**config.mk**
```make
export PLATFORM = sky130hd
export DESIGN_NAME = light_bar_pair_matcher
export DESIGN_NICKNAME = d
export VERILOG_FILES = /design/src/lbpm_pkg.sv /design/src/lbpm_pair_unit.sv /design/src/light_bar_pair_matcher.sv
export SDC_FILE = /design/constraint.sdc
export NUM_CORES = 2
export LEC_CHECK = 0
export BUFFER_PORTS_ARGS = -buffer_cell sky130_fd_sc_hd__buf_2
export CAP_MARGIN = 20
export CORE_MARGIN = 8
export CORE_UTILIZATION = 61
export CTS_BUF_LIST = sky130_fd_sc_hd__clkbuf_4 sky130_fd_sc_hd__clkbuf_8 sky130_fd_sc_hd__clkbuf_16
export CTS_CLUSTER_SIZE = 25
export DETAILED_ROUTE_END_ITERATION = 8
export GPL_TIMING_DRIVEN = 0
export PLACE_DENSITY = 0.82
export SLEW_MARGIN = 40
export SYNTH_ARGS = -nofsm -noshare
export SYNTH_HDL_FRONTEND = slang
export SYNTH_SLANG_ARGS = --single-unit
```
**constraint.sdc**
```tcl
create_clock -name clk -period 13.9 [get_ports clk]
set_clock_uncertainty 0.1 [all_clocks]
set_input_delay 1.39 -clock clk [delete_from_list [all_inputs] [get_ports clk]]
set_output_delay 1.39 -clock clk [all_outputs]
set_load 0.03 [all_outputs]
```
**src/lbpm_pkg.sv**
```systemverilog
`timescale 1ns / 1ps
`default_nettype none
// ----------------------------------------------------------------------------
// Light bar pair matcher package
// Shared types, register indexes and fixed constants of the bar matcher.
// ----------------------------------------------------------------------------
package lbpm_pkg;

	// Store depth used as the default of the top level.
	localparam int SLOTS_DEFAULT = 16;

	// Field widths.
	localparam int COORD_W = 16;
	localparam int TILT_W  = 13;
	localparam int CFG_W   = 6;
	localparam int IDX_W   = 3;
	localparam int SLOT_OUT_W = 4;
	// Product of a 4-bit factor and a 16-bit length.
	localparam int PROD4_W = 20;
	// Product of a 6-bit factor and a 16-bit value.
	localparam int PROD6_W = 22;

	// Tilt window bounds, degrees with four fraction bits, all exclusive.
	localparam logic [TILT_W-1:0] TILT_A_LO = 13'd880;
	localparam logic [TILT_W-1:0] TILT_A_HI = 13'd2000;
	localparam logic [TILT_W-1:0] TILT_B_LO = 13'd3760;
	localparam logic [TILT_W-1:0] TILT_B_HI = 13'd4880;

	// Scale of the length tolerance, which is given in tenths.
	localparam logic [3:0] TENTHS_SCALE = 4'd10;

	// Register indexes of the configuration port.
	typedef enum logic [IDX_W-1:0] {
		REG_ASPECT_MIN   = 3'd0,
		REG_ASPECT_MAX   = 3'd1,
		REG_SPACING_MIN  = 3'd2,
		REG_SPACING_MAX  = 3'd3,
		REG_FLATNESS_MIN = 3'd4,
		REG_WIDTH_TOL    = 3'd5
	} cfg_reg_t;

	// One bar as kept in the store.
	typedef struct packed {
		logic [COORD_W-1:0] x;
		logic [COORD_W-1:0] y;
		logic [COORD_W-1:0] len;
	} bar_t;

	// Bounds worked out once per new bar, plus the per-pair factors.
	typedef struct packed {
		logic [PROD4_W-1:0] spacing_lo;
		logic [PROD4_W-1:0] spacing_hi;
		logic [PROD4_W-1:0] ten_len;
		logic [PROD4_W-1:0] tol_len;
		logic [5:0]         flat_min;
		logic [3:0]         tol;
	} pair_limits_t;

endpackage
`default_nettype wire

```
**src/lbpm_pair_unit.sv**
```systemverilog
`timescale 1ns / 1ps
`default_nettype none
// ----------------------------------------------------------------------------
// Pair test unit
// Checks one stored bar against the new bar on spacing, flatness and length
// similarity, and forms the midpoint of the two centers.
// ----------------------------------------------------------------------------
module lbpm_pair_unit (
	input  wire lbpm_pkg::bar_t                 new_bar,
	input  wire lbpm_pkg::bar_t                 kept_bar,
	input  wire lbpm_pkg::pair_limits_t         limits,
	output logic                                match,
	output logic [lbpm_pkg::COORD_W-1:0]        mid_x,
	output logic [lbpm_pkg::COORD_W-1:0]        mid_y
);

	logic [lbpm_pkg::COORD_W-1:0] dx;
	logic [lbpm_pkg::COORD_W-1:0] dy;
	logic [lbpm_pkg::PROD6_W-1:0] flat_bound;
	logic [lbpm_pkg::PROD4_W-1:0] kept_tol;
	logic [lbpm_pkg::PROD4_W-1:0] kept_ten;
	logic [lbpm_pkg::COORD_W:0]   sum_x;
	logic [lbpm_pkg::COORD_W:0]   sum_y;
	logic                         spaced;
	logic                         flat;
	logic                         similar;

	// Absolute center distances.
	assign dx = (kept_bar.x > new_bar.x) ? kept_bar.x - new_bar.x : new_bar.x - kept_bar.x;
	assign dy = (kept_bar.y > new_bar.y) ? kept_bar.y - new_bar.y : new_bar.y - kept_bar.y;

	// Scaled bounds that depend on the stored bar.
	assign flat_bound = lbpm_pkg::PROD6_W'(limits.flat_min) * lbpm_pkg::PROD6_W'(dy);
	assign kept_tol   = lbpm_pkg::PROD4_W'(limits.tol) * lbpm_pkg::PROD4_W'(kept_bar.len);
	assign kept_ten   = lbpm_pkg::PROD4_W'(lbpm_pkg::TENTHS_SCALE)
		* lbpm_pkg::PROD4_W'(kept_bar.len);

	// The three tests, with every ratio cross multiplied.
	assign spaced  = (lbpm_pkg::PROD4_W'(dx) > limits.spacing_lo)
		&& (lbpm_pkg::PROD4_W'(dx) < limits.spacing_hi);
	assign flat    = (dy == '0) || (lbpm_pkg::PROD6_W'(dx) > flat_bound);
	assign similar = (limits.ten_len > kept_tol) && (limits.tol_len < kept_ten);
	assign match   = spaced && flat && similar;

	// Midpoint, rounded down.
	assign sum_x = {1'b0, new_bar.x} + {1'b0, kept_bar.x};
	assign sum_y = {1'b0, new_bar.y} + {1'b0, kept_bar.y};
	assign mid_x = sum_x[lbpm_pkg::COORD_W:1];
	assign mid_y = sum_y[lbpm_pkg::COORD_W:1];

endmodule
`default_nettype wire

```
**src/light_bar_pair_matcher.sv**
```systemverilog
`timescale 1ns / 1ps
`default_nettype none
// A rectangle taken in IDLE is screened in PREP; if it is a bar and the store is not
// empty, SCAN reads the kept bars slot by slot into the pair test and DRAIN tests the
// last one read; FINISH gives the status word. Pair words come earlier, one per
// matching slot. A new rectangle is taken only back in IDLE; the single pair test
// unit walks the bar store one slot a cycle. Reset empties the store and loads the
// register defaults; the receiver cannot stall.
// ----------------------------------------------------------------------------
// Light bar pair matcher
// Screens rotated rectangles for light bars and pairs each new bar with the
// bars kept earlier in the frame, one stored bar per cycle.
// ----------------------------------------------------------------------------
module light_bar_pair_matcher #(
	parameter int SLOTS = lbpm_pkg::SLOTS_DEFAULT
) (
	input  wire                                 clk,
	input  wire                                 arst_n,
	// Configuration write port.
	input  wire                                 cfg_we,
	input  wire [lbpm_pkg::IDX_W-1:0]           cfg_index,
	input  wire [lbpm_pkg::CFG_W-1:0]           cfg_data,
	// Command side.
	input  wire                                 start,
	output logic                                busy,
	input  wire                                 new_frame,
	input  wire [lbpm_pkg::COORD_W-1:0]         center_x,
	input  wire [lbpm_pkg::COORD_W-1:0]         center_y,
	input  wire [lbpm_pkg::COORD_W-1:0]         bar_length,
	input  wire [lbpm_pkg::COORD_W-1:0]         bar_thickness,
	input  wire [lbpm_pkg::TILT_W-1:0]          tilt,
	// Result side.
	output logic                                result_strobe,
	output logic                                is_pair,
	output logic [lbpm_pkg::COORD_W-1:0]        mid_x,
	output logic [lbpm_pkg::COORD_W-1:0]        mid_y,
	output logic [lbpm_pkg::SLOT_OUT_W-1:0]     partner_slot,
	output logic                                accepted,
	output logic                                store_full,
	output logic                                last
);

	localparam int SLOT_W = (SLOTS > 1) ? $clog2(SLOTS) : 1;
	localparam int CNT_W  = $clog2(SLOTS + 1);
	localparam logic [CNT_W-1:0] CNT_FULL = CNT_W'(SLOTS);

	typedef enum logic [2:0] {
		ST_IDLE,
		ST_PREP,
		ST_SCAN,
		ST_DRAIN,
		ST_FINISH
	} state_t;

	state_t state_q;

	// Configuration registers.
	logic [5:0] aspect_min_q;
	logic [5:0] aspect_max_q;
	logic [3:0] spacing_min_q;
	logic [3:0] spacing_max_q;
	logic [5:0] flatness_min_q;
	logic [3:0] width_tol_q;

	// Current rectangle.
	lbpm_pkg::bar_t                cur_q;
	logic [lbpm_pkg::COORD_W-1:0]  thk_q;
	logic [lbpm_pkg::TILT_W-1:0]   tilt_q;
	logic                          acc_q;
	lbpm_pkg::pair_limits_t        limits_q;

	// Store bookkeeping and scan pointer.
	logic [CNT_W-1:0]  count_q;
	logic [SLOT_W-1:0] idx_q;
	logic              scan_last;

	// Bar store and its registered read port.
	lbpm_pkg::bar_t    kept_q [SLOTS];
	lbpm_pkg::bar_t    rd_s1;
	logic [SLOT_W-1:0] slot_s1;
	logic              valid_s1;

	// Screening of the current rectangle.
	logic                         tilt_ok;
	logic                         acc_c;
	logic [lbpm_pkg::PROD6_W-1:0] aspect_lo;
	logic [lbpm_pkg::PROD6_W-1:0] aspect_hi;
	logic                         full_c;

	// Pair unit outputs.
	logic                         pair_match;
	logic [lbpm_pkg::COORD_W-1:0] pair_mid_x;
	logic [lbpm_pkg::COORD_W-1:0] pair_mid_y;

	// Registered result word.
	logic                                strobe_q;
	logic                                is_pair_q;
	logic [lbpm_pkg::COORD_W-1:0]        mid_x_q;
	logic [lbpm_pkg::COORD_W-1:0]        mid_y_q;
	logic [lbpm_pkg::SLOT_OUT_W-1:0]     slot_q;
	logic                                accepted_q;
	logic                                full_q;
	logic                                last_q;

	// Register writes; unknown indexes are ignored.
	always_ff @(posedge clk or negedge arst_n) begin
		if (!arst_n) begin
			aspect_min_q   <= 6'd4;
			aspect_max_q   <= 6'd15;
			spacing_min_q  <= 4'd2;
			spacing_max_q  <= 4'd6;
			flatness_min_q <= 6'd4;
			width_tol_q    <= 4'd9;
		end else if (cfg_we) begin
			unique case (lbpm_pkg::cfg_reg_t'(cfg_index))
				lbpm_pkg::REG_ASPECT_MIN:   aspect_min_q   <= cfg_data;
				lbpm_pkg::REG_ASPECT_MAX:   aspect_max_q   <= cfg_data;
				lbpm_pkg::REG_SPACING_MIN:  spacing_min_q  <= cfg_data[3:0];
				lbpm_pkg::REG_SPACING_MAX:  spacing_max_q  <= cfg_data[3:0];
				lbpm_pkg::REG_FLATNESS_MIN: flatness_min_q <= cfg_data;
				lbpm_pkg::REG_WIDTH_TOL:    width_tol_q    <= cfg_data[3:0];
				default: begin
				end
			endcase
		end
	end

	// Tilt window and aspect test of the latched rectangle.
	assign tilt_ok = ((tilt_q > lbpm_pkg::TILT_A_LO) && (tilt_q < lbpm_pkg::TILT_A_HI))
		|| ((tilt_q > lbpm_pkg::TILT_B_LO) && (tilt_q < lbpm_pkg::TILT_B_HI));
	assign aspect_lo = lbpm_pkg::PROD6_W'(aspect_min_q) * lbpm_pkg::PROD6_W'(thk_q);
	assign aspect_hi = lbpm_pkg::PROD6_W'(aspect_max_q) * lbpm_pkg::PROD6_W'(thk_q);
	assign acc_c = tilt_ok && (thk_q != '0)
		&& (lbpm_pkg::PROD6_W'(cur_q.len) > aspect_lo)
		&& (lbpm_pkg::PROD6_W'(cur_q.len) < aspect_hi);

	assign full_c    = (count_q == CNT_FULL);
	assign scan_last = ((CNT_W'(idx_q) + CNT_W'(1)) == count_q);

	// Store write at the end of an item and slot read during the scan.
	always_ff @(posedge clk) begin
		if (state_q == ST_FINISH && acc_q && !full_c) begin
			kept_q[count_q[SLOT_W-1:0]] <= cur_q;
		end
		rd_s1   <= kept_q[idx_q];
		slot_s1 <= idx_q;
	end

	lbpm_pair_unit u_pair (
		.new_bar  (cur_q),
		.kept_bar (rd_s1),
		.limits   (limits_q),
		.match    (pair_match),
		.mid_x    (pair_mid_x),
		.mid_y    (pair_mid_y)
	);

	// Sequencer with the result word register.
	always_ff @(posedge clk or negedge arst_n) begin
		if (!arst_n) begin
			state_q    <= ST_IDLE;
			count_q    <= '0;
			idx_q      <= '0;
			acc_q      <= 1'b0;
			valid_s1   <= 1'b0;
			strobe_q   <= 1'b0;
			cur_q      <= '0;
			thk_q      <= '0;
			tilt_q     <= '0;
			limits_q   <= '0;
			is_pair_q  <= 1'b0;
			mid_x_q    <= '0;
			mid_y_q    <= '0;
			slot_q     <= '0;
			accepted_q <= 1'b0;
			full_q     <= 1'b0;
			last_q     <= 1'b0;
		end else begin
			strobe_q <= 1'b0;
			valid_s1 <= (state_q == ST_SCAN);

			// Pair words from the slot read in the previous cycle.
			priority if (valid_s1 && pair_match) begin
				strobe_q   <= 1'b1;
				is_pair_q  <= 1'b1;
				mid_x_q    <= pair_mid_x;
				mid_y_q    <= pair_mid_y;
				slot_q     <= lbpm_pkg::SLOT_OUT_W'(slot_s1);
				accepted_q <= 1'b1;
				full_q     <= 1'b0;
				last_q     <= 1'b0;
			end else if (state_q == ST_FINISH) begin
				strobe_q   <= 1'b1;
				is_pair_q  <= 1'b0;
				mid_x_q    <= '0;
				mid_y_q    <= '0;
				slot_q     <= '0;
				accepted_q <= acc_q;
				full_q     <= acc_q && full_c;
				last_q     <= 1'b1;
			end else begin
			end

			unique case (state_q)
				ST_IDLE: begin
					if (start) begin
						cur_q.x   <= center_x;
						cur_q.y   <= center_y;
						cur_q.len <= bar_length;
						thk_q     <= bar_thickness;
						tilt_q    <= tilt;
						if (new_frame) begin
							count_q <= '0;
						end
						state_q <= ST_PREP;
					end
				end
				ST_PREP: begin
					// Bounds that hold for the whole scan of this bar.
					acc_q <= acc_c;
					limits_q.spacing_lo <= lbpm_pkg::PROD4_W'(spacing_min_q)
						* lbpm_pkg::PROD4_W'(cur_q.len);
					limits_q.spacing_hi <= lbpm_pkg::PROD4_W'(spacing_max_q)
						* lbpm_pkg::PROD4_W'(cur_q.len);
					limits_q.ten_len <= lbpm_pkg::PROD4_W'(lbpm_pkg::TENTHS_SCALE)
						* lbpm_pkg::PROD4_W'(cur_q.len);
					limits_q.tol_len <= lbpm_pkg::PROD4_W'(width_tol_q)
						* lbpm_pkg::PROD4_W'(cur_q.len);
					limits_q.flat_min <= flatness_min_q;
					limits_q.tol      <= width_tol_q;
					idx_q <= '0;
					if (acc_c && count_q != '0) begin
						state_q <= ST_SCAN;
					end else begin
						state_q <= ST_FINISH;
					end
				end
				ST_SCAN: begin
					idx_q <= idx_q + SLOT_W'(1);
					if (scan_last) begin
						state_q <= ST_DRAIN;
					end
				end
				ST_DRAIN: begin
					state_q <= ST_FINISH;
				end
				ST_FINISH: begin
					if (acc_q && !full_c) begin
						count_q <= count_q + CNT_W'(1);
					end
					state_q <= ST_IDLE;
				end
				default: begin
					state_q <= ST_IDLE;
				end
			endcase
		end
	end

	assign busy          = (state_q != ST_IDLE);
	assign result_strobe = strobe_q;
	assign is_pair       = is_pair_q;
	assign mid_x         = mid_x_q;
	assign mid_y         = mid_y_q;
	assign partner_slot  = slot_q;
	assign accepted      = accepted_q;
	assign store_full    = full_q;
	assign last          = last_q;

	// A status word closes the item, so the block is free when it shows.
	a_last_idle: assert property (@(posedge clk) disable iff (!arst_n)
		result_strobe && last |-> !busy)
		else $error("status word while the sequencer is still busy");

	// Pair words only appear while an item is being worked on.
	a_pair_busy: assert property (@(posedge clk) disable iff (!arst_n)
		result_strobe && is_pair |-> busy)
		else $error("pair word outside an item");

	// An accepted command always starts the sequencer.
	a_start_busy: assert property (@(posedge clk) disable iff (!arst_n)
		start && !busy |=> busy)
		else $error("accepted command did not start the sequencer");

	// The fill count never passes the store depth.
	a_count_range: assert property (@(posedge clk) disable iff (!arst_n)
		count_q <= CNT_FULL)
		else $error("bar store count beyond its depth");

endmodule
`default_nettype wire

```
# Yosys cells after proc, flatten, opt, wreduce, memory -nomap -nowiden
# Memory sizes are Yosys's and may differ from the RTL's. A register that Yosys moved wholly into a read port is not among the register bits.
# Cells that the tools add are included.
# Widths: inputs -> output; s select.
dict set report op_classes {
  add_sub_neg 9
  n_mul 9
  magnitude_cmp 13
  n_eq_ne 15
  n_mux 28
  n_reduce_logical 36
}
# operator count
set ops {}
lappend ops {{$mul 4x16->20} 4}
lappend ops {{$mux 16} 5}
lappend ops {{$mul 6x16->22} 3}
lappend ops {{$sub 16x16->16} 4}
lappend ops {{$gt 16x22->1} 2}
lappend ops {{$mul 3x16->19 const A} 2}
lappend ops {{$add 16x16->17} 2}
lappend ops {{$gt 16x16->1} 2}
lappend ops {{$lt 16x22->1} 1}
lappend ops {{$gt 16x20->1} 1}
lappend ops {{$gt 20x20->1} 1}
lappend ops {{$lt 16x20->1} 1}
lappend ops {{$lt 20x20->1} 1}
lappend ops {{$logic_not 16->1} 1}
lappend ops {{$reduce_and 2->1} 8}
lappend ops {{$reduce_bool 16->1} 1}
lappend ops {{$logic_and 1x1->1} 15}
lappend ops {{$mux 5} 3}
lappend ops {{$gt 13x10->1 const B} 1}
lappend ops {{$gt 13x12->1 const B} 1}
lappend ops {{$lt 13x11->1 const B} 1}
lappend ops {{$lt 13x13->1 const B} 1}
lappend ops {{$eq 3x2->1 const B} 4}
lappend ops {{$mux 1} 12}
lappend ops {{21 further kinds} 33}
dict set report word_totals {
  register_bits 255
  ramBits 768
  in_bits 91
  word_cells 142
  memories 1
}
# memory words width rd rd_clocked_by_memory_dff write_ports line
set memory_table {}
lappend memory_table {kept_q 16 48 1 1 1 light_bar_pair_matcher.sv:78} ;# lbpm_pkg::bar_t kept_q [SLOTS];

# Longest topological paths before layout
dict set report logic_depth {
  ltp_word 9
  depth_mapped 36
}

# Modules after synthesis
# A second synthesis with hierarchy kept.
dict set report hier_totals {
  cells_unflattened 5635
  area_unflattened_um2 65539.1
}
# mod instances cells_per_inst area_per_inst_um2 seq_area_each_um2
set modules_own_cells {}
lappend modules_own_cells {light_bar_pair_matcher 1 4027 53377.4 30397.9}
lappend modules_own_cells {lbpm_pair_unit 1 1608 12161.7 0.0}

# Worst setup path before layout
# OpenSTA, ideal clock, no wires.
dict set report synth_path {
  kind {register to register}
  start {register cur_q[17] (netlist bit)}
  end {register mid_x_q, in the netlist mid_x[14]}
  arrival_time_ns 7.729
  slack_ns 5.992
  stages_incl_launch_ff 34
  path_buffers 2
  synth_period_minus_slack_ns 7.908
  cell_sequence {dfrtp_1 -> inv_1 -> fa_1 -> a21o_1 -> a221oi_2 -> o22ai_2 -> o21ai_2 -> buf_6 -> mux2i_1 -> xnor2_1 -> and2_1 -> fa_1 -> inv_1 -> fa_1 -> fa_1 -> inv_1 -> ha_1 -> nor2b_1 -> o31a_1 -> o41ai_2 -> o21ai_1 -> nor2_1 -> nor2_1 -> nor2_1 -> xor2_1 -> ha_1 -> o21a_1 -> o221ai_1 -> a21oi_1 -> nand3_1 -> or4_4 -> o32ai_4 -> buf_6 -> mux2i_1}
}
dict set report synth_between {
  elab_chain_cells 9
}
# item line
set synth_lines {}
lappend synth_lines {{start: declaration} light_bar_pair_matcher.sv:66} ;# lbpm_pkg::bar_t cur_q;
lappend synth_lines {{$sub 16x16->16 or $gt 16x16->1 (tied branches)} lbpm_pair_unit.sv:30} ;# assign dy = (kept_bar.y > new_bar.y) ? kept_bar.y - new_bar.y : new_bar.y - kept_bar.y;
lappend synth_lines {{$mux 16 (*)} lbpm_pair_unit.sv:30}
lappend synth_lines {{$mul 6x16->22} lbpm_pair_unit.sv:33} ;# assign flat_bound = lbpm_pkg::PROD6_W'(limits.flat_min) * lbpm_pkg::PROD6_W'(dy);
lappend synth_lines {{$gt 16x22->1} lbpm_pair_unit.sv:41} ;# assign flat = (dy == '0) || (lbpm_pkg::PROD6_W'(dx) > flat_bound);
lappend synth_lines {{$logic_or 1x1->1 (*)} lbpm_pair_unit.sv:41}
lappend synth_lines {{$logic_and 1x1->1 (*) (2 in a row)} lbpm_pair_unit.sv:43} ;# assign match = spaced && flat && similar;
lappend synth_lines {{$logic_and 1x1->1 (*)} light_bar_pair_matcher.sv:183} ;# priority if (valid_s1 && pair_match) begin
lappend synth_lines {{$mux 16 or $reduce_bool 2->1 (tied branches)} n/a}
lappend synth_lines {{end signal: assignment} light_bar_pair_matcher.sv:186} ;# mid_x_q <= pair_mid_x;
lappend synth_lines {{end: declaration} light_bar_pair_matcher.sv:98} ;# logic [lbpm_pkg::COORD_W-1:0] mid_x_q;
# Every way passes the cells marked *; elsewhere a longest branch is shown, timed or not.
# A chain may end at the register's enable or synchronous reset.

# Worst setup path in the final report
dict set report layout_path {
  start {register cur_q[16] (netlist bit)}
  end {register mid_x_q, in the netlist mid_x[4]}
}
# Same word-level chain as after synthesis.

==> results.toml <==
[run_status]
status = "finished clean"

[setup_path]
crit_start = "cur_q[16]"
r2r-end = "mid_x[4]"
cp-endpoint = "mid_x[4]"
rr_worst_depth = 34
start_kind = "register"
critPathSlowestCell = "dfrtp_1"
r2r_slack_ns = 4.12
path_class = "register to register"
crit_path_end_kind = "register"
rr_startpoint = "cur_q[16]"
cp_max_fo = 19
required_ns = 14.42
critical_path_arrival_ns = 10.30
cp_slowest_stage_delay_ns = 0.81
crit_path_frequent_cell = "fa_1"

[timing]
clock.fmax_ghz = 0.102
grt_setup_unrepaired = "no"
slew-limit-headroom = 0.379
worstMarginPinSlew_ns = 0.932
slew_viol_final = 0
fin_setup_tns_ns = 0
setup_violations = 0
finalCriticalPeriod_ns = 9.78
finalHoldViolCount = 0
final.period_utilization = 0.704

[die]
start_util = 0.613
die-height_um = 341
die_w_um = 341
io_pins = 133
core_area_mm2 = 0.105
row_count = 119
dieArea_mm2 = 0.116

[logic_synthesis]
synth_edf_count = 768
synth.cell_area_mm2 = 0.0645
syn_inst = 5472
ys_warn_count = 0
ys_ff_latch = 1070
synth_area_per_cell_um2 = 11.8
seq_area_frac_synth = 0.471
synthArstFlopShare = 0.234
syn_nets = 6310
synth_cell_types = 96
synthFlopType = "edfxtp_1"

[hold_path]
hp-class = "register to register"

[global_route]
overflow = 0
antenna_found_initial = 9
grt_pass1_vias = 46600
grt_max_degree = 75
grt_pass1_wl_um = 272000
grt_use_total = 0.302

[clock_tree]
cts_root_buf = "clkbuf_16"
clockBufferDepth = 3
worstSkewPairLatency_ns = 0.73
cts_setup_buffers = 0
hold_buffers = 0
clk_pin_slew_ns = 0.07
cts_buffers = 106
cts_sinks = 1070
cts_tree = "yes"
htreeDepth = 3
cts.repair.resized = 0

[final_layout]
fillers = 7279
register_area_mm2 = 0.0304
drive_above_1_share = 0.133
final_cell_mix = "edfxtp_1 (768), nand2_1 (677), inv_1 (519)"
final_common_cell = "edfxtp_1"
multi_input_area_mm2 = 0.0313
layout-area-overhead-vs-synth_pct = 11.4
nNetsFinal = 6632
final_util = 0.683

[place]
place.gp.congestion = 0.954
dp_hpwl_um = 131000
io_buffers = 132

[drt]
final_antenna_net_count = 0
dr.pass1.iters = 6
drt_iter0_markers = 4550
route.detailed.drc = 0
avgViaCountPerCell = 6.25
routed_wl_um = 178000
dr_total_vias = 45500
wl_per_cell_um = 24.5

[run]
cap_violations = 0
critical path, delay by kind of cell (launching register included):
kind,cells,cell delay [ns]
fa+ha+maj,7,2.80
buf+inv,5,0.76
simple gates,7,1.34
xor+xnor,2,0.67
mux,2,0.32
flops,1,0.81
compound gates,11,2.83
cell type report:
class	count	area share
repair buffers	214	0.0248
diodes	1	0.0000348
multi-input cells	3642	0.436
flip-flops and latches	1070	0.423
well taps	1391	0.0242
clock inverters	43	0.00587
plain buffers	241	0.0143
inverters	519	0.0271
clock buffers	156	0.0441
flip-flops by register name, indices dropped and copies added, names as in the netlist, 5 cells and up:
register,count
limits_q,88
tilt_q,13
mid_y,16
aspect_max_q,6
aspect_min_q,6
kept_q,768
rd_s1,48
count_q,5
mid_x,16
flatness_min_q,6
cur_q,48
thk_q,16
Yosys cell counts (8+ instances only):
cell type | n | share of area
a2111oi_0 | 13 | 0.0018
a211o_1 | 9 | 0.0012
a211oi_1 | 26 | 0.0030
a21boi_0 | 8 | 0.00093
a21o_1 | 60 | 0.0070
a21oi_1 | 227 | 0.018
a221oi_1 | 53 | 0.0072
a22oi_1 | 51 | 0.0059
a31o_2 | 10 | 0.0014
a31oi_1 | 24 | 0.0023
and2_1 | 207 | 0.020
and3_1 | 21 | 0.0020
and4_1 | 8 | 0.0011
buf_1 | 34 | 0.0020
buf_2 | 13 | 0.0010
clkbuf_1 | 181 | 0.011
dfrtp_1 | 239 | 0.093
dfstp_2 | 11 | 0.0045
dfxtp_1 | 52 | 0.016
edfxtp_1 | 768 | 0.36
fa_1 | 291 | 0.090
ha_1 | 456 | 0.089
inv_1 | 519 | 0.030
mux2_2 | 130 | 0.023
mux2i_1 | 205 | 0.032
mux4_2 | 96 | 0.034
nand2_1 | 677 | 0.039
nand2b_1 | 41 | 0.0040
nand3_1 | 38 | 0.0030
nand4_1 | 29 | 0.0028
nor2_1 | 138 | 0.0080
nor2b_1 | 33 | 0.0032
nor3_1 | 45 | 0.0035
nor4_1 | 16 | 0.0016
o211ai_1 | 21 | 0.0024
o21a_1 | 23 | 0.0027
o21ai_0 | 312 | 0.024
o21bai_1 | 38 | 0.0044
o31ai_1 | 20 | 0.0023
or2_2 | 13 | 0.0013
or3_1 | 12 | 0.0012
xnor2_1 | 105 | 0.014
xor2_1 | 70 | 0.0095
worst min-delay path by stage:
stage                    start               to  slack [ns]  depth (start not counted)
global placement    slot_s1[1]  partner_slot[1]        0.32                          2
detailed placement  slot_s1[1]  partner_slot[1]        0.34                          2
global route        slot_s1[0]  partner_slot[0]        0.38                          2
CTS                 slot_s1[0]  partner_slot[0]        0.35                          2
finish              slot_s1[0]  partner_slot[0]        0.35                          2
floorplan             idx_q[0]       slot_s1[0]        0.27                          0
cells by family (layout without fill, tap and decap cells):
group | count (synthesis) | after routing | share of synthesized area
buf+inv | 760 | 1173 | 0.0456
flops | 1070 | 1070 | 0.471
xor+xnor | 175 | 175 | 0.0238
simple gates | 1304 | 1304 | 0.0947
compound gates | 985 | 985 | 0.0978
mux | 431 | 431 | 0.0881
fa+ha+maj | 747 | 747 | 0.179
other cells | 0 | 1 | 0
metrics by stage:
step | cell area (um2) | instances | hold WS (ns) | setup slack (ns)
6_report | 71800 | 7277 | 0.352 | 4.12
5_1_grt | 71800 | 7276 | 0.377 | 3.61
4_1_cts | 71800 | 7275 | 0.354 | 4.00
2_1_floorplan | 64500 | 5472 | 0.272 | 5.99
3_5_place_dp | 68200 | 7076 | 0.336 | 4.09
3_3_place_gp | 66900 | 6995 | 0.315 | 2.05
per-layer routing:
layer / global-route usage / up-vias / wire [um]
met5: 0 / - / 10
met4: 0.144 / 2 / 9390
met3: 0.0550 / 498 / 16700
met2: 0.504 / 2344 / 84900
met1: 0.382 / 22600 / 67100
li1: - / 20000 / -
Power is not shown: default switching activity piles up to over one toggle a cycle in this logic, so the estimate is an artifact.
